<file path="src/sv/assert_macros.svh">
`ifndef ASSERT_MACROS_SVH
`define ASSERT_MACROS_SVH

// Both macros sample on clk and are quiet while rst is high.

// Checks that an expression holds at every clock edge.
`define AST_ALWAYS(lbl, expr, msg) \
  lbl: assert property (@(posedge clk) disable iff (rst) (expr)) else $error(msg);

// Checks that a condition is followed in the next cycle by a consequence.
`define AST_NEXT(lbl, ante, cons, msg) \
  lbl: assert property (@(posedge clk) disable iff (rst) (ante) |=> (cons)) else $error(msg);

`endif

</file>
<file path="src/sv/phr_pkg.sv">
`default_nettype none

package phr_pkg;

  // Channel width and quotient width of the interpolation.
  localparam int CW = 8;
  localparam int QW = 8;

  // Hue in units of 1/255 degree: new_hue * 360 fits in 17 bits.
  localparam int HW = 17;
  localparam int HUE_SCALE = 360;

  // Product of an 8-bit channel difference and a 17-bit hue term.
  localparam int REM_W = CW + HW;

  // Quotient bits resolved per divider stage.
  localparam int BPS = 2;
  localparam int DIV_STAGES = QW / BPS;

  localparam logic [HW-1:0] D60  = HW'(60 * 255);
  localparam logic [HW-1:0] D120 = HW'(120 * 255);
  localparam logic [HW-1:0] D180 = HW'(180 * 255);
  localparam logic [HW-1:0] D240 = HW'(240 * 255);
  localparam logic [HW-1:0] D300 = HW'(300 * 255);
  localparam logic [HW-1:0] D360 = HW'(360 * 255);

  // Configuration register indexes.
  localparam logic [1:0] REG_NEW_HUE     = 2'd0;
  localparam logic [1:0] REG_RANGE_FIRST = 2'd1;
  localparam logic [1:0] REG_RANGE_LAST  = 2'd2;

  // Hue sectors of 60 degrees each.
  typedef enum logic [2:0] {
    SEC_RED_UP,
    SEC_GREEN_DOWN,
    SEC_GREEN_UP,
    SEC_BLUE_DOWN,
    SEC_BLUE_UP,
    SEC_RED_DOWN
  } sector_t;

  // Payload that travels down the pipeline next to its valid bit.
  typedef struct packed {
    logic             pass;
    logic [CW-1:0]    r;
    logic [CW-1:0]    g;
    logic [CW-1:0]    b;
    logic [CW-1:0]    mx;
    logic [CW-1:0]    mn;
    logic [CW-1:0]    diff;
    logic [REM_W-1:0] rem;
    logic [QW-1:0]    q;
  } pipe_t;

endpackage

`default_nettype wire

</file>
<file path="src/sv/palette_hue_replace.sv">
// A taken input beat is registered in stage 0, stage 1, the divider stages and then the output register.
// Throughput: one beat per cycle; a stalled output freezes every stage, so nothing is lost.
// Depth is set by max/min, one 8x17 multiply and four divider stages of two quotient bits.
// Reset (rst, synchronous, active high) empties the pipeline and sets new_hue to 0,
// range_first to 0 and range_last to 255.
`default_nettype none

module palette_hue_replace (
  input  wire logic                 clk,
  input  wire logic                 rst,
  input  wire logic                 in_valid,
  output logic                      in_stall,
  input  wire logic [7:0]           entry_index,
  input  wire logic [7:0]           red_in,
  input  wire logic [7:0]           green_in,
  input  wire logic [7:0]           blue_in,
  output logic                      out_valid,
  input  wire logic                 out_stall,
  output logic [7:0]                red_out,
  output logic [7:0]                green_out,
  output logic [7:0]                blue_out,
  input  wire logic                 cfg_we,
  input  wire logic [1:0]           cfg_index,
  input  wire logic [7:0]           cfg_data
);
  import phr_pkg::*;

  localparam int NSTG = 2 + DIV_STAGES;

  // Registers decoded from the hue at write time, and the entry range.
  sector_t       sector;
  logic [HW-1:0] num;
  logic [HW-1:0] den;
  logic [7:0]    range_first;
  logic [7:0]    range_last;

  sector_t       sector_next;
  logic [HW-1:0] num_next;
  logic [HW-1:0] den_next;
  logic [HW-1:0] hue_w;

  pipe_t         stg [NSTG];
  logic          vld [NSTG];
  pipe_t         stg_next [NSTG];
  logic          adv;

  assign adv      = !(out_valid && out_stall);
  assign in_stall = !adv;

  // Hue decode for a write of new_hue.
  always_comb begin
    hue_w = HW'(cfg_data) * HW'(HUE_SCALE);
    if (hue_w <= D120) begin
      if (hue_w < D60) begin
        sector_next = SEC_RED_UP;
        num_next    = hue_w;
        den_next    = D120 - hue_w;
      end else begin
        sector_next = SEC_GREEN_DOWN;
        num_next    = D120 - hue_w;
        den_next    = hue_w;
      end
    end else if (hue_w <= D240) begin
      if (hue_w < D180) begin
        sector_next = SEC_GREEN_UP;
        num_next    = hue_w - D120;
        den_next    = D240 - hue_w;
      end else begin
        sector_next = SEC_BLUE_DOWN;
        num_next    = D240 - hue_w;
        den_next    = hue_w - D120;
      end
    end else begin
      if (hue_w < D300) begin
        sector_next = SEC_BLUE_UP;
        num_next    = hue_w - D240;
        den_next    = D360 - hue_w;
      end else begin
        sector_next = SEC_RED_DOWN;
        num_next    = D360 - hue_w;
        den_next    = hue_w - D240;
      end
    end
  end

  always_ff @(posedge clk) begin
    if (rst) begin
      sector      <= SEC_RED_UP;
      num         <= '0;
      den         <= D120;
      range_first <= 8'd0;
      range_last  <= 8'd255;
    end else if (cfg_we) begin
      unique case (cfg_index)
        REG_NEW_HUE: begin
          sector <= sector_next;
          num    <= num_next;
          den    <= den_next;
        end
        REG_RANGE_FIRST: range_first <= cfg_data;
        REG_RANGE_LAST:  range_last  <= cfg_data;
        default: ;
      endcase
    end
  end

  // Stage 0: range check, max and min of the three channels.
  always_comb begin
    logic [CW-1:0] mx_rg;
    logic [CW-1:0] mn_rg;
    mx_rg = (red_in > green_in) ? red_in : green_in;
    mn_rg = (red_in < green_in) ? red_in : green_in;
    stg_next[0]      = '0;
    stg_next[0].pass = !(entry_index >= range_first && entry_index <= range_last);
    stg_next[0].r    = red_in;
    stg_next[0].g    = green_in;
    stg_next[0].b    = blue_in;
    stg_next[0].mx   = (blue_in > mx_rg) ? blue_in : mx_rg;
    stg_next[0].mn   = (blue_in < mn_rg) ? blue_in : mn_rg;
    stg_next[0].diff = stg_next[0].mx - stg_next[0].mn;
  end

  // Stage 1: scaled numerator of the interpolation.
  always_comb begin
    stg_next[1]     = stg[0];
    stg_next[1].rem = REM_W'(stg[0].diff) * REM_W'(num);
    stg_next[1].q   = '0;
  end

  // Restoring divider; the ratio is at most one, so the quotient fits in QW bits.
  for (genvar j = 0; j < DIV_STAGES; j++) begin : g_div
    always_comb begin
      logic [REM_W-1:0] rem;
      logic [REM_W-1:0] dsor;
      logic [QW-1:0]    q;
      rem = stg[j + 1].rem;
      q   = stg[j + 1].q;
      for (int k = 0; k < BPS; k++) begin
        dsor = REM_W'(den) << (QW - 1 - j * BPS - k);
        if (rem >= dsor) begin
          rem = rem - dsor;
          q[QW - 1 - j * BPS - k] = 1'b1;
        end
      end
      stg_next[j + 2]     = stg[j + 1];
      stg_next[j + 2].rem = rem;
      stg_next[j + 2].q   = q;
    end
  end

  always_ff @(posedge clk) begin
    if (rst) begin
      for (int i = 0; i < NSTG; i++) begin
        vld[i] <= 1'b0;
      end
    end else if (adv) begin
      vld[0] <= in_valid;
      for (int i = 1; i < NSTG; i++) begin
        vld[i] <= vld[i - 1];
      end
    end
  end

  always_ff @(posedge clk) begin
    if (adv) begin
      for (int i = 0; i < NSTG; i++) begin
        stg[i] <= stg_next[i];
      end
    end
  end

  // Output stage: place max, min and the interpolated channel by sector, or pass entries outside the range through.
  logic [CW-1:0] mid;
  logic [CW-1:0] r_new;
  logic [CW-1:0] g_new;
  logic [CW-1:0] b_new;
  pipe_t         last;

  assign last = stg[NSTG - 1];
  assign mid  = CW'(9'(last.mn) + 9'(last.q));

  always_comb begin
    unique case (sector)
      SEC_RED_UP:     begin r_new = last.mx;  g_new = mid;     b_new = last.mn; end
      SEC_GREEN_DOWN: begin r_new = mid;      g_new = last.mx; b_new = last.mn; end
      SEC_GREEN_UP:   begin r_new = last.mn;  g_new = last.mx; b_new = mid;     end
      SEC_BLUE_DOWN:  begin r_new = last.mn;  g_new = mid;     b_new = last.mx; end
      SEC_BLUE_UP:    begin r_new = mid;      g_new = last.mn; b_new = last.mx; end
      SEC_RED_DOWN:   begin r_new = last.mx;  g_new = last.mn; b_new = mid;     end
      default:        begin r_new = last.r;   g_new = last.g;  b_new = last.b;  end
    endcase
  end

  always_ff @(posedge clk) begin
    if (rst) begin
      out_valid <= 1'b0;
    end else if (adv) begin
      out_valid <= vld[NSTG - 1];
    end
  end

  always_ff @(posedge clk) begin
    if (adv) begin
      red_out   <= last.pass ? last.r : r_new;
      green_out <= last.pass ? last.g : g_new;
      blue_out  <= last.pass ? last.b : b_new;
    end
  end

`include "assert_macros.svh"

  `AST_ALWAYS(a_den_nonzero, den != '0, "hue denominator is zero")
  `AST_ALWAYS(a_ratio_le_one, num <= den, "hue ratio exceeds one")
  `AST_ALWAYS(a_mid_in_span, !vld[NSTG - 1] || last.q <= last.diff, "quotient exceeds span")
  `AST_NEXT(a_last_to_out, adv && vld[NSTG - 1], out_valid, "result dropped at output")

endmodule

`default_nettype wire
</file>
<file path="config.mk">
export PLATFORM = sky130hd
export DESIGN_NAME = palette_hue_replace
export DESIGN_NICKNAME = d
export VERILOG_FILES = /design/src/sv/phr_pkg.sv /design/src/sv/palette_hue_replace.sv
export VERILOG_INCLUDE_DIRS = /design/src /design/src/sv
export SDC_FILE = /design/constraint.sdc
export NUM_CORES = 1
export LEC_CHECK = 0
export BUFFER_PORTS_ARGS = -buffer_cell sky130_fd_sc_hd__clkbuf_2
export CAP_MARGIN = 40
export CORE_MARGIN = 2
export CORE_UTILIZATION = 55
export CTS_CLUSTER_DIAMETER = 100
export DETAILED_ROUTE_END_ITERATION = 8
export PLACE_DENSITY_LB_ADDON = 0.2
export SETUP_SLACK_MARGIN = 0.02
export SLEW_MARGIN = 10
export SYNTH_ARGS = -nofsm -noshare
export SYNTH_HDL_FRONTEND = slang
export SYNTH_SLANG_ARGS = --single-unit
</file>
<file path="constraint.sdc">
create_clock -name clk -period 17.7 [get_ports clk]
set_clock_uncertainty 0.15 [all_clocks]
set_input_delay 2.655 -clock clk [delete_from_list [all_inputs] [get_ports clk]]
set_output_delay 2.655 -clock clk [all_outputs]
set_load 0.01 [all_outputs]
</file>
==> results of run 1 <==
[worst reg2reg max path, delay by kind of cell (launching register included)]
family	cells	cell delay [ps]
simple gates	2	300
flops	1	650
buf+inv	3	790
compound gates	14	4620
fa+ha+maj	2	700
[power by group]
part	internal [mW]	switching (mW)
combinational	1.49	1.96
clock	0.585	0.429
sequential	1.48	0.186
[stage by stage]
step | instances | instance area [µm²] | setup WS, ps
2_1_floorplan | 2806 | 29470 | 2791
3_3_place_gp | 3495 | 30490 | 9412
3_5_place_dp | 3503 | 30600 | 9372
4_1_cts | 3589 | 32220 | 9950
5_1_grt | 3589 | 32220 | 9578
6_report | 3589 | 32220 | 9940
[logic make-up (layout without fill, tap and decap cells)]
logic type      Yosys count  count (layout)  synth area share, %
compound gates          698             698                15.77
xor+xnor                135             135                4.063
fa+ha+maj               332             332                16.41
buf+inv                 330             425                4.344
flops                   439             439                43.14
mux                      84              84                3.227
simple gates            788             788                13.04
[registers in the layout (all words and copies together) (netlist names)]
signal       count
range_first      8
sector           3
num             13
red_out          8
out_valid        1
stg            362
range_last       8
blue_out         8
den             14
green_out        8
vld              6
[cell type report]
cell class / instances / area share, %
inverter: 238 / 2.773
timing repair buffer: 101 / 1.957
multi-input combinational: 2037 / 48.12
tap: 688 / 2.672
clock buffer: 58 / 3.872
clock inverter: 28 / 1.150
sequential: 439 / 39.46
[cell usage in the layout, fill, tap and decap left out, types with 31 or more instances in the layout]
cell type and n:
sky130_fd_sc_hd__o21ai_0 120, sky130_fd_sc_hd__inv_1 237, sky130_fd_sc_hd__nor3_1 32, sky130_fd_sc_hd__nor2_1 241, sky130_fd_sc_hd__edfxtp_1 392, sky130_fd_sc_hd__clkbuf_16 47
sky130_fd_sc_hd__nand2_1 209, sky130_fd_sc_hd__nand3_1 34, sky130_fd_sc_hd__dfxtp_1 47, sky130_fd_sc_hd__nor2b_1 37, sky130_fd_sc_hd__a21o_1 60, sky130_fd_sc_hd__nand4_1 31
sky130_fd_sc_hd__clkbuf_2 72, sky130_fd_sc_hd__fa_1 91, sky130_fd_sc_hd__xnor2_1 104, sky130_fd_sc_hd__a21oi_1 210, sky130_fd_sc_hd__mux2i_1 41, sky130_fd_sc_hd__ha_1 241
sky130_fd_sc_hd__and2_1 82
[worst max-delay path by stage]
stage	start	to	slack, ps
6_report	cfg_data[0]	den[5]$_SDFFE_PP0P_	9940
5_1_grt	cfg_data[2]	den[5]$_SDFFE_PP0P_	9580
4_1_cts	cfg_data[6]	den[5]$_SDFFE_PP0P_	9950
3_5_place_dp	cfg_data[6]	den[5]$_SDFFE_PP0P_	9370
3_3_place_gp	cfg_data[0]	den[5]$_SDFFE_PP0P_	9410
2_1_floorplan	out_stall	in_stall	2790
[metal layers]
layer	routed length (µm)	up-vias	global-route usage (%)	share of wire, %
li1	-	10298	-	-
met1	33180	10515	36.67	46
met2	33340	614	41.97	46
met3	3547	113	2.779	4.9
met4	1690	0	7.470	2.4
met5	0	-	0	0
==> results by group, run 1 <==
Run status
  • Outcome: finished clean

GRT
  • Number of global-route vias before repair: 20774
  • Final global-route overflow total: 0
  • Antenna violations before repair: 0
  • Global-route wire length before repair: 114200 µm
  • Pin count of the biggest net entering global routing: 68
  • Total global routing track utilization: 25.78%

Logic synthesis
  • Most used standard cells in the synthesized netlist: 392 x sky130_fd_sc_hd__edfxtp_1, 241 x sky130_fd_sc_hd__ha_1, 241 x sky130_fd_sc_hd__nor2_1, 237 x sky130_fd_sc_hd__inv_1, 211 x sky130_fd_sc_hd__a21oi_1
  • Yosys Warn Count: 0
  • Area contributors post-synth: sky130_fd_sc_hd__edfxtp_1 40%, sky130_fd_sc_hd__ha_1 10%, sky130_fd_sc_hd__fa_1 6.2%, sky130_fd_sc_hd__a21oi_1 3.6%, sky130_fd_sc_hd__dfxtp_1 3.2%
  • Number of cells produced by synthesis: 2806
  • Avg Synthesized Cell Area: 10.50 µm²
  • EDFF count, synth: 392
  • Cell area after synthesis: 29470 µm²
  • Proportion of netlist area held by the largest area contributor: 39.95%
  • Most instantiated library cell after synthesis: sky130_fd_sc_hd__edfxtp_1
  • Net Count, Synth: 3185
  • Distinct cell type count after synthesis: 101
  • Ys async rst share: 0%
  • Synth Flop Type: sky130_fd_sc_hd__edfxtp_1
  • Post-synth top area cell: sky130_fd_sc_hd__edfxtp_1
  • Seq/Total Area, Yosys: 43.14%
  • Flop and latch count out of synthesis: 439

Clock tree
  • # resized after CTS: 0
  • Number of sinks on the clock net: 439
  • Clock tree from TritonCTS: built
  • Library cell used as clock root buffer: sky130_fd_sc_hd__clkbuf_16
  • Clock tree buffer depth: 3
  • Post-CTS Hold Buffers: 0
  • Postcts setup bufs: 0
  • Worst-path clk slew: 70 ps
  • Clock insertion delay at the later pin of the skew report: 600 ps
  • Number of buffers inserted during clock tree synthesis: 47
  • Maximum level of the CTS H-tree: 2

Drt
  • Wire length reported by the detailed router: 71760 µm
  • Residual DRC count: 0
  • Initial DRC count: 1703
  • Routed length per placed instance: 20.00 µm
  • Routed vias/inst: 6.002
  • Final antenna-violating net count: 0
  • Number of iterations in the first detailed-routing pass: 5
  • Routed via count: 21540

Hold path
  • Type of the most critical hold path: flop to flop
  • Worst hold path depth: 0
  • Hold Path Sink: stg[1][44]$_DFFE_PN_
  • Start point of the worst hold path: stg[0][44]$_DFFE_PN_

Worst setup path
  • Reg2Reg Launch Point: den[4]$_SDFFE_PP0P_
  • Worst Reg-to-Reg Cells: 21
  • Largest fanout on the critical path: 16
  • Startpoint class of the critical path: input port
  • Slowest cell on the critical path: sky130_fd_sc_hd__and2_1
  • Reg2Reg Capture Point: stg[3][32]$_DFFE_PN_
  • Critical path type: input port to flop
  • Internal reg-to-reg setup slack: 10240 ps
  • Critical path depth in cells: 17
  • Buffers and inverters on the worst path: 3
  • Worst EP required: 17990 ps
  • Top cell family by delay on the critical path: adder cells
  • Crit path arrival time: 8050 ps
  • Critical Path Max Stage Delay: 620 ps
  • Critical path cell sequence: clkbuf_2, ha_1, ha_1, inv_1, fa_1, fa_1, and2b_1, o22a_1, xor2_2, a21oi_1, o2111ai_1, buf_4, and2_1, nor2_1, a311o_1, a2111oi_0, a211oi_1
  • Element type at the critical path end: flop

Timing
  • Worst relative slew slack: 38.31%
  • Fin. Hold Viols: 0
  • Slew of the pin with the lowest slew margin: 922.4 ps
  • RSZ-0062 raised after global routing: false
  • Slew Viols, Final: 0
  • Post-route clock period utilization: 43.84%
  • Total of endpoints with negative setup slack in the final report: 0
  • Sum Neg Setup Slack: 0 ps
  • Fin Hold WS: 258.2 ps
  • Maximum clock rate: 128.9 MHz
  • Tmin final: 7760 ps

Floorplanning
  • I/O pin count: 73
  • Die span in x: 235.5 µm
  • Die outline area: 55450 µm²
  • Die extent in y: 235.5 µm
  • Core region area: 52760 µm²
  • Starting Density: 55.85%
  • Row count: 84

Final layout
  • Number of fillers in the final layout: 4366
  • Combined area of the multi-input logic cells: 15500 µm²
  • Area Growth Syn to Fin: 9.333%
  • Final antenna diode count: 0
  • Share of final-layout standard cells stronger than drive strength 1: 9.238%
  • Total area of sequential cells: 12710 µm²
  • Nets: 3243
  • Core utilization of the finished layout: 61.07%

Flow run
  • MaxCap Viol Count: 0

Pwr
  • Cell Pwr Density: 190.3 nW/µm²
  • Final Power: 6.130 mW
  • Worst-case vdd ir drop: 0.09699 mV
  • Leakage Power: 13.69 nW

Place
  • Final estimated routing congestion in global placement: 0.9469
  • Total of buffers placed on input and output ports: 72
  • Post-DP HPWL: 53370 µm
No activity file was read; power rests on OpenSTA's default activity.
==> run 2: changes to the inputs <==
Clock period 17.7 ns to 7.74 ns, I/O delays scaled along.
==> run 2 against run 1 <==
Die area unchanged. First-iteration DRC count increased by 7.4%. Setup slack got worse by 8900 ps. Largest cell class unchanged. Non-clock buffer count increased by 8. Combinational power increased by 130%. Via count increased by 0.14%. Flip-flop and latch count unchanged. Count of clock-buffer cells in the layout decreased by 5. Utilization increased by 0.45 points.
==> results by group, run 2 (synthesized netlist as in run 1, its figures left out) <==
Worst setup path
  • Critical path cell sequence: inv_1, buf_4, ha_1, nor2b_1, o21ai_0, a21boi_0, o21a_1, o211ai_1, and3_1, inv_1, mux2i_1, fa_1, a21o_1, a21oi_1, o21ai_0, o211a_1, a311o_1, a21o_1, a21oi_1, nand4_1, buf_4, nand3_1, o21ai_0
  • Cell type with the highest occurrence count on the critical path: sky130_fd_sc_hd__o21ai_0
  • Crit path arrival time: 6870 ps (-1180 ps)
  • Largest fanout on the critical path: 24 (+8)
  • Worst EP required: 7870 ps (-10120 ps)
  • Slowest cell on the critical path: sky130_fd_sc_hd__dfxtp_1
  • Critical Path Max Stage Delay: 650 ps (+30 ps)
  • Element type at the critical path end: flop
  • Critical path type: flop to flop
  • Startpoint class of the critical path: flop

Clock tree
  • Clock tree buffer depth: 3 (unchanged)
  • Number of sinks on the clock net: 439 (unchanged)
  • Clock tree from TritonCTS: built
  • Worst-path clk slew: 60 ps (about the same)
  • Number of buffers inserted during clock tree synthesis: 48 (+2.1%)
  • # resized after CTS: 0 (unchanged)
  • Postcts setup bufs: 0 (unchanged)
  • Library cell used as clock root buffer: sky130_fd_sc_hd__clkbuf_16
  • Maximum level of the CTS H-tree: 2 (unchanged)
  • Post-CTS Hold Buffers: 0 (unchanged)
  • Clock insertion delay at the later pin of the skew report: 600 ps (about the same)

Hold path
  • Type of the most critical hold path: flop to flop

Final layout
  • Nets: 3252 (+0.28%)
  • Post-layout instance count excluding filler cells: 3600 (+0.31%)
  • Biggest register: stg
  • Commonest cells after routing, fill and taps aside: 392 x sky130_fd_sc_hd__edfxtp_1, 241 x sky130_fd_sc_hd__nor2_1, 241 x sky130_fd_sc_hd__ha_1
  • Area Growth Syn to Fin: 10.14%
  • Flip-flop count of the largest register after layout: 362 (unchanged)
  • Share of final-layout standard cells stronger than drive strength 1: 9.547% (+0.31 points)
  • Commonest non-fill, non-tap cell in the layout: sky130_fd_sc_hd__edfxtp_1
  • Final antenna diode count: 0 (unchanged)
  • Largest regs: stg (362), den (14), num (13)

Place
  • Total of buffers placed on input and output ports: 72 (unchanged)
  • Final estimated routing congestion in global placement: 0.9472 (about the same)
  • Total placed cells including tap cells: 3511 (+0.23%)
  • Post-DP HPWL: 53590 µm (+0.42%)

Pwr
  • Worst-case vdd ir drop: 0.2729 mV (+180%)
  • Cell Pwr Density: 437.3 nW/µm² (+130%)
  • Leakage Power: 13.80 nW (+0.81%)

Timing
  • Slew Viols, Final: 0 (unchanged)
  • RSZ-0062 raised after global routing: false
  • Total of endpoints with negative setup slack in the final report: 0 (unchanged)
  • Slew of the pin with the lowest slew margin: 836.8 ps (-85.59 ps)
  • Tmin final: 6747 ps
  • Post-route clock period utilization: 87.17%
  • Maximum clock rate: 148.2 MHz
  • Fin. Hold Viols: 0 (unchanged)
  • Worst relative slew slack: 43.70% (+5.4 points)
  • Sum Neg Setup Slack: 0 ps (unchanged)

Drt
  • Routed length per placed instance: 19.90 µm (-0.49%)
  • Residual DRC count: 0 (unchanged)
  • Routed vias/inst: 5.992 (-0.17%)
  • Initial DRC count: 1829 (+7.4%)
  • Wire length reported by the detailed router: 71630 µm (-0.18%)
  • Final antenna-violating net count: 0 (unchanged)
  • Routed via count: 21570 (+0.14%)
  • Number of iterations in the first detailed-routing pass: 6 (+1)

Floorplanning
  • Starting Density: 55.85% (unchanged)
  • Row count: 84 (unchanged)
  • Die extent in y: 235.5 µm (unchanged)
  • Core region area: 52760 µm² (unchanged)
  • Die span in x: 235.5 µm (unchanged)
  • Die outline area: 55450 µm² (unchanged)
  • I/O pin count: 73 (unchanged)

GRT
  • Antenna violations before repair: 0 (unchanged)
  • Final global-route overflow total: 0 (unchanged)
  • Number of global-route vias before repair: 21026 (+1.2%)
  • Total global routing track utilization: 25.75% (-0.030 points)
  • Pin count of the biggest net entering global routing: 82 (+21%)
  • Global-route wire length before repair: 114100 µm (-0.14%)

Flow run
  • MaxCap Viol Count: 0 (unchanged)

Run status
  • Outcome: finished clean
==> run 2: changes by cell type in the layout (fill, tap and decap cells not counted), moves of 2 or more <==
| cell | delta |
|---|---|
| sky130_fd_sc_hd__buf_4 | +9 |
| sky130_fd_sc_hd__bufinv_16 | +6 |
| sky130_fd_sc_hd__clkinv_1 | +5 |
| sky130_fd_sc_hd__clkbuf_1 | -4 |
| sky130_fd_sc_hd__buf_8 | -2 |
| sky130_fd_sc_hd__clkbuf_8 | -2 |
| sky130_fd_sc_hd__clkinv_4 | -2 |
==> run 2: worst max-delay path, delay by kind of cell, from the launching register on <==
kind,cells,cell delay (ps)
DFF,1,650
and+or+nand+nor,4,1000
adders and majority gates,2,780
AOI/OAI and AO/OA,12,2750
buffers and inverters,4,860
muxes,1,240
==> run 2: through the flow <==
step | util (%) | worst slack, ps | total power, mW | hold slack (ps) | cell area (µm²)
after global routing | 61.52 | 463.3 | 15.22 | 263.8 | 32460
after global placement | 57.94 | 922.2 | 11.37 | 250.5 | 30570
after CTS | 61.52 | 1058 | 14.16 | 251.0 | 32460
after detailed placement | 58.15 | 900.7 | 11.57 | 254.5 | 30680
after floorplan | - | 1697 | 9.749 | 250.3 | 29480
final | 61.52 | 993.4 | 14.19 | 246.5 | 32460
==> run 2: layout make-up <==
cell class	instances	area, µm²
repair buffers	109	701.9
well taps	688	860.8
fillers	4294	20300
flip-flops and latches	439	12710
clock inverters	36	545.5
inverters	238	893.4
multi-input cells	2037	15510
clock buffers	53	1230
==> run 2: path summary, 6_finish.rpt <==
kind	start	endpoint	slack, ps	cells after the start
max reg2reg	den[4]$_SDFFE_PP0P_	stg[2][32]$_DFFE_PN_	990	23
min reg2reg	stg[1][53]$_DFFE_PN_	stg[2][53]$_DFFE_PN_	250	0
max	den[4]$_SDFFE_PP0P_	stg[2][32]$_DFFE_PN_	990	23
min	stg[1][53]$_DFFE_PN_	stg[2][53]$_DFFE_PN_	250	0
==> run 2: per-layer routing <==
| metal | up-vias | global-route usage [%] | share of wire [%] |
|---|---|---|---|
| li1 | 10345 | - | - |
| met1 | 10426 | 36.90 | 46 |
| met2 | 688 | 41.56 | 46 |
| met3 | 111 | 3.342 | 6.0 |
| met4 | 0 | 6.620 | 2.1 |
| met5 | - | 0 | 0 |
==> run 2: power breakdown <==
| group | switching [mW] | internal [mW] | total, mW |
|---|---|---|---|
| combinational | 4.45 | 3.41 | 7.86 |
| sequential | 0.433 | 3.39 | 3.82 |
| clock | 0.978 | 1.53 | 2.51 |
==> run 3: changes to the inputs <==
Settings changed: ABC_AREA set to 1, CTS_CLUSTER_DIAMETER 100 to not set, PLACE_DENSITY set to 0.81, PLACE_DENSITY_LB_ADDON 0.2 to not set.
==> run 3 against run 2 <==
Via count increased by 9.4%. Setup slack better by 660 ps. Register-to-register slack gained 720 ps. Worst hold slack better by 15 ps. Global-route usage down 0.74 points. Critical path type is now input port to flop. Largest cell class unchanged.
==> results by group, run 3 <==
Drt
  • Routed via count: 23592 (+9.4%)
  • Residual DRC count: 0 (unchanged)
  • Routed length per placed instance: 16.70 µm (-16%)
  • Number of iterations in the first detailed-routing pass: 9 (+3)
  • Initial DRC count: 2194 (+20%)
  • Routed vias/inst: 5.581 (-6.8%)
  • Wire length reported by the detailed router: 70570 µm (-1.5%)
  • Final antenna-violating net count: 0 (unchanged)

Place
  • Cell area after placement: 31050 µm² (+1.2%)
  • DP Worst Slack: 1209 ps (+308.2 ps)
  • Post-DP HPWL: 51590 µm (-3.7%)
  • Final estimated routing congestion in global placement: 0.9692 (+2.3%)
  • Total of buffers placed on input and output ports: 72 (unchanged)
  • Total placed cells including tap cells: 4139 (+18%)

Clock tree
  • Maximum level of the CTS H-tree: 2 (unchanged)
  • Number of sinks on the clock net: 439 (unchanged)
  • Library cell used as clock root buffer: sky130_fd_sc_hd__clkbuf_16
  • Clock tree buffer depth: 3 (unchanged)
  • # resized after CTS: 0 (unchanged)
  • Clock tree from TritonCTS: built
  • Worst-path clk slew: 60 ps (about the same)
  • Postcts setup bufs: 0 (unchanged)
  • Post-CTS Hold Buffers: 0 (unchanged)
  • Number of buffers inserted during clock tree synthesis: 47 (-2.1%)
  • Clock insertion delay at the later pin of the skew report: 570 ps (-30 ps)

Logic synthesis
  • Post-synth top area cell: sky130_fd_sc_hd__edfxtp_1
  • Share of synthesized cell area in full adder, half adder and majority cells: 16.06% (-0.35 points)
  • Dominant combinational cell family by area after synthesis: simple AND/OR/NAND/NOR gates
  • Distinct cell type count after synthesis: 53 (-48%)
  • Proportion of netlist area held by the largest area contributor: 39.09% (-0.85 points)
  • Yosys Warn Count: 0 (unchanged)
  • Ys async rst share: 0% (unchanged)
  • Area contributors post-synth: sky130_fd_sc_hd__edfxtp_1 39%, sky130_fd_sc_hd__nand2_1 11%, sky130_fd_sc_hd__ha_1 10%, sky130_fd_sc_hd__fa_1 6.1%, sky130_fd_sc_hd__inv_1 6.0%
  • Number of cells produced by synthesis: 3438 (+23%)
  • Synth Flop Type: sky130_fd_sc_hd__edfxtp_1
  • Net Count, Synth: 3817 (+20%)
  • Seq/Total Area, Yosys: 42.22% (-0.92 points)
  • Share of synthesized area spent on multiplexers: 0% (-3.2 points)
  • Share of the synthesized area in compound gates (AO/OA/AOI/OAI): 10.33% (-5.4 points)
  • Flop and latch count out of synthesis: 439 (unchanged)
  • Most instantiated library cell after synthesis: sky130_fd_sc_hd__nand2_1
  • Simple logic cell fraction of the synthesized area: 19.62% (+6.6 points)
  • Avg Synthesized Cell Area: 8.758 µm² (-17%)
  • Cell area after synthesis: 30110 µm² (+2.2%)
  • Most used standard cells in the synthesized netlist: 878 x sky130_fd_sc_hd__nand2_1, 485 x sky130_fd_sc_hd__inv_1, 392 x sky130_fd_sc_hd__edfxtp_1, 241 x sky130_fd_sc_hd__ha_1, 217 x sky130_fd_sc_hd__a21oi_1
  • Post-synthesis xor/xnor area fraction: 3.956% (-0.11 points)
  • EDFF count, synth: 392 (unchanged)

Hold path
  • Type of the most critical hold path: flop to flop
  • Worst hold path depth: 0 (unchanged)

GRT
  • Number of global-route vias before repair: 22127 (+5.2%)
  • Pin count of the biggest net entering global routing: 106 (+29%)
  • Final global-route overflow total: 0 (unchanged)
  • Antenna violations before repair: 0 (unchanged)
  • Total global routing track utilization: 25.01% (-0.74 points)
  • Global-route wire length before repair: 114000 µm (about the same)

Pwr
  • Worst-case vdd ir drop: 0.1963 mV (-28%)
  • Cell Pwr Density: 399.4 nW/µm² (-8.7%)
  • Leakage Power: 15.39 nW (+12%)
  • Final Power: 13.01 mW (-8.3%)

Timing
  • Total of endpoints with negative setup slack in the final report: 0 (unchanged)
  • Post-route clock period utilization: 78.65% (-8.5 points)
  • Tmin final: 6087 ps (-659.3 ps)
  • Slew Viols, Final: 0 (unchanged)
  • Maximum clock rate: 164.3 MHz (+11%)
  • Slew of the pin with the lowest slew margin: 842.9 ps (+6.090 ps)
  • RSZ-0062 raised after global routing: false
  • Fin. Hold Viols: 0 (unchanged)
  • Sum Neg Setup Slack: 0 ps (unchanged)
  • Worst-case setup margin in the final layout: 1653 ps (+659.3 ps)
  • Worst relative slew slack: 43.43% (-0.27 points)

Floorplanning
  • Row count: 85 (+1.2%)
  • Die outline area: 56630 µm² (+2.1%)
  • Starting Density: 55.84% (about the same)
  • Core region area: 53920 µm² (+2.2%)
  • I/O pin count: 73 (unchanged)
  • Die extent in y: 238.0 µm (+1.1%)
  • Die span in x: 238.0 µm (+1.1%)

Run status
  • Outcome: finished clean

Worst setup path
  • Slowest cell on the critical path: sky130_fd_sc_hd__o21ai_1
  • Startpoint class of the critical path: input port
  • Cell type with the highest occurrence count on the critical path: sky130_fd_sc_hd__nand2_1
  • Critical Path Max Stage Delay: 570 ps (-80 ps)
  • Element type at the critical path end: flop
  • Worst Reg-to-Reg Cells: 22 (-4.3%)
  • Critical path type: input port to flop
  • Crit path arrival time: 6270 ps (-600 ps)
  • Worst EP required: 7920 ps (+50 ps)
  • Largest fanout on the critical path: 16 (-33%)

Final layout
  • Nets: 3871 (+19%)
  • Final antenna diode count: 0 (unchanged)
  • Area of all placed cells without fillers: 32580 µm² (+0.38%)
  • Flip-flop count of the largest register after layout: 362 (unchanged)
  • Area Growth Syn to Fin: 8.198%
  • Post-layout instance count excluding filler cells: 4227 (+17%)
  • Number of fillers in the final layout: 4420 (+2.9%)
  • Share of final-layout standard cells stronger than drive strength 1: 7.024% (-2.5 points)
  • Commonest cells after routing, fill and taps aside: 877 x sky130_fd_sc_hd__nand2_1, 485 x sky130_fd_sc_hd__inv_1, 392 x sky130_fd_sc_hd__edfxtp_1
  • Largest regs: stg (362), den (14), num (13)
  • Commonest non-fill, non-tap cell in the layout: sky130_fd_sc_hd__nand2_1
  • Biggest register: stg

Flow run
  • MaxCap Viol Count: 0 (unchanged)
[run 3: cell count changes in the layout (fill, tap and decap cells not counted), sizes merged, moves of 27 or more]
cell	delta
a21o	-49
and2	-82
inv	+258
mux2	-43
mux2i	-41
nand2	+703
nand3	+140
nor2b	-37
o21a	-27
o21ai	+111
xnor2	-44
xor2	+45
[run 3: cells by family (layout without fill, tap and decap cells)]
| kind of cell | Yosys count | count (layout) |
|---|---|---|
| adders and majority gates | 332 | 332 |
| AOI/OAI and AO/OA | 562 | 562 |
| buffers and inverters | 580 | 673 |
| DFF | 439 | 439 |
| and+or+nand+nor | 1389 | 1389 |
| xor gates and xnor gates | 136 | 136 |
[run 3: power by group]
| group | leakage (nW) | switching (mW) | internal, mW |
|---|---|---|---|
| registers | 4.57 | 0.422 | 3.40 |
| logic | 10.1 | 4.44 | 2.53 |
| clock network | 0.730 | 0.943 | 1.28 |
[run 3: final cells by class]
type	instances	area [µm²]	share of cell area (%)
clock inverters	28	284.0	0.8718
flip-flops and latches	439	12710	39.02
clock buffers	60	1246	3.825
multi-input cells	2419	15070	46.25
repair buffers	88	525.5	1.613
well taps	696	870.8	2.673
inverters	497	1873	5.749
[run 3: worst paths after layout]
| kind | start | end | slack, ps |
|---|---|---|---|
| hold / removal | stg[4][2]$_DFFE_PN_ | stg[5][2]$_DFFE_PN_ | 260 |
| hold reg to reg | stg[4][2]$_DFFE_PN_ | stg[5][2]$_DFFE_PN_ | 260 |
| setup / recovery | green_in[5] | stg[0][40]$_DFFE_PN_ | 1650 |
| setup reg to reg | den[15]$_SDFFE_PP0P_ | stg[3][16]$_DFFE_PN_ | 1710 |
[run 3: routing by layer]
metal / up-vias / global-route usage (%) / part of all wire [%]
li1: 11533 / - / -
met1: 10965 / 34.14 / 43
met2: 931 / 41.96 / 47
met3: 163 / 3.193 / 7.1
met4: 0 / 7.367 / 2.9
met5: - / 0 / 0
[run 3: worst max-delay path: cells and delay by family]
kind                     cells  cell delay, ps
AO/OA/AOI/OAI               11            2270
adder cells (fa/ha/maj)      3            1020
buffers and inverters        6             590
AND/OR/NAND/NOR             12            1210
[run 3: stage by stage]
stage,util [%],hold slack [ps]
2_1_floorplan,-,250.3
3_3_place_gp,57.46,250.9
3_5_place_dp,57.58,254.5
4_1_cts,60.42,262.8
5_1_grt,60.42,272.5
6_report,60.42,261.3
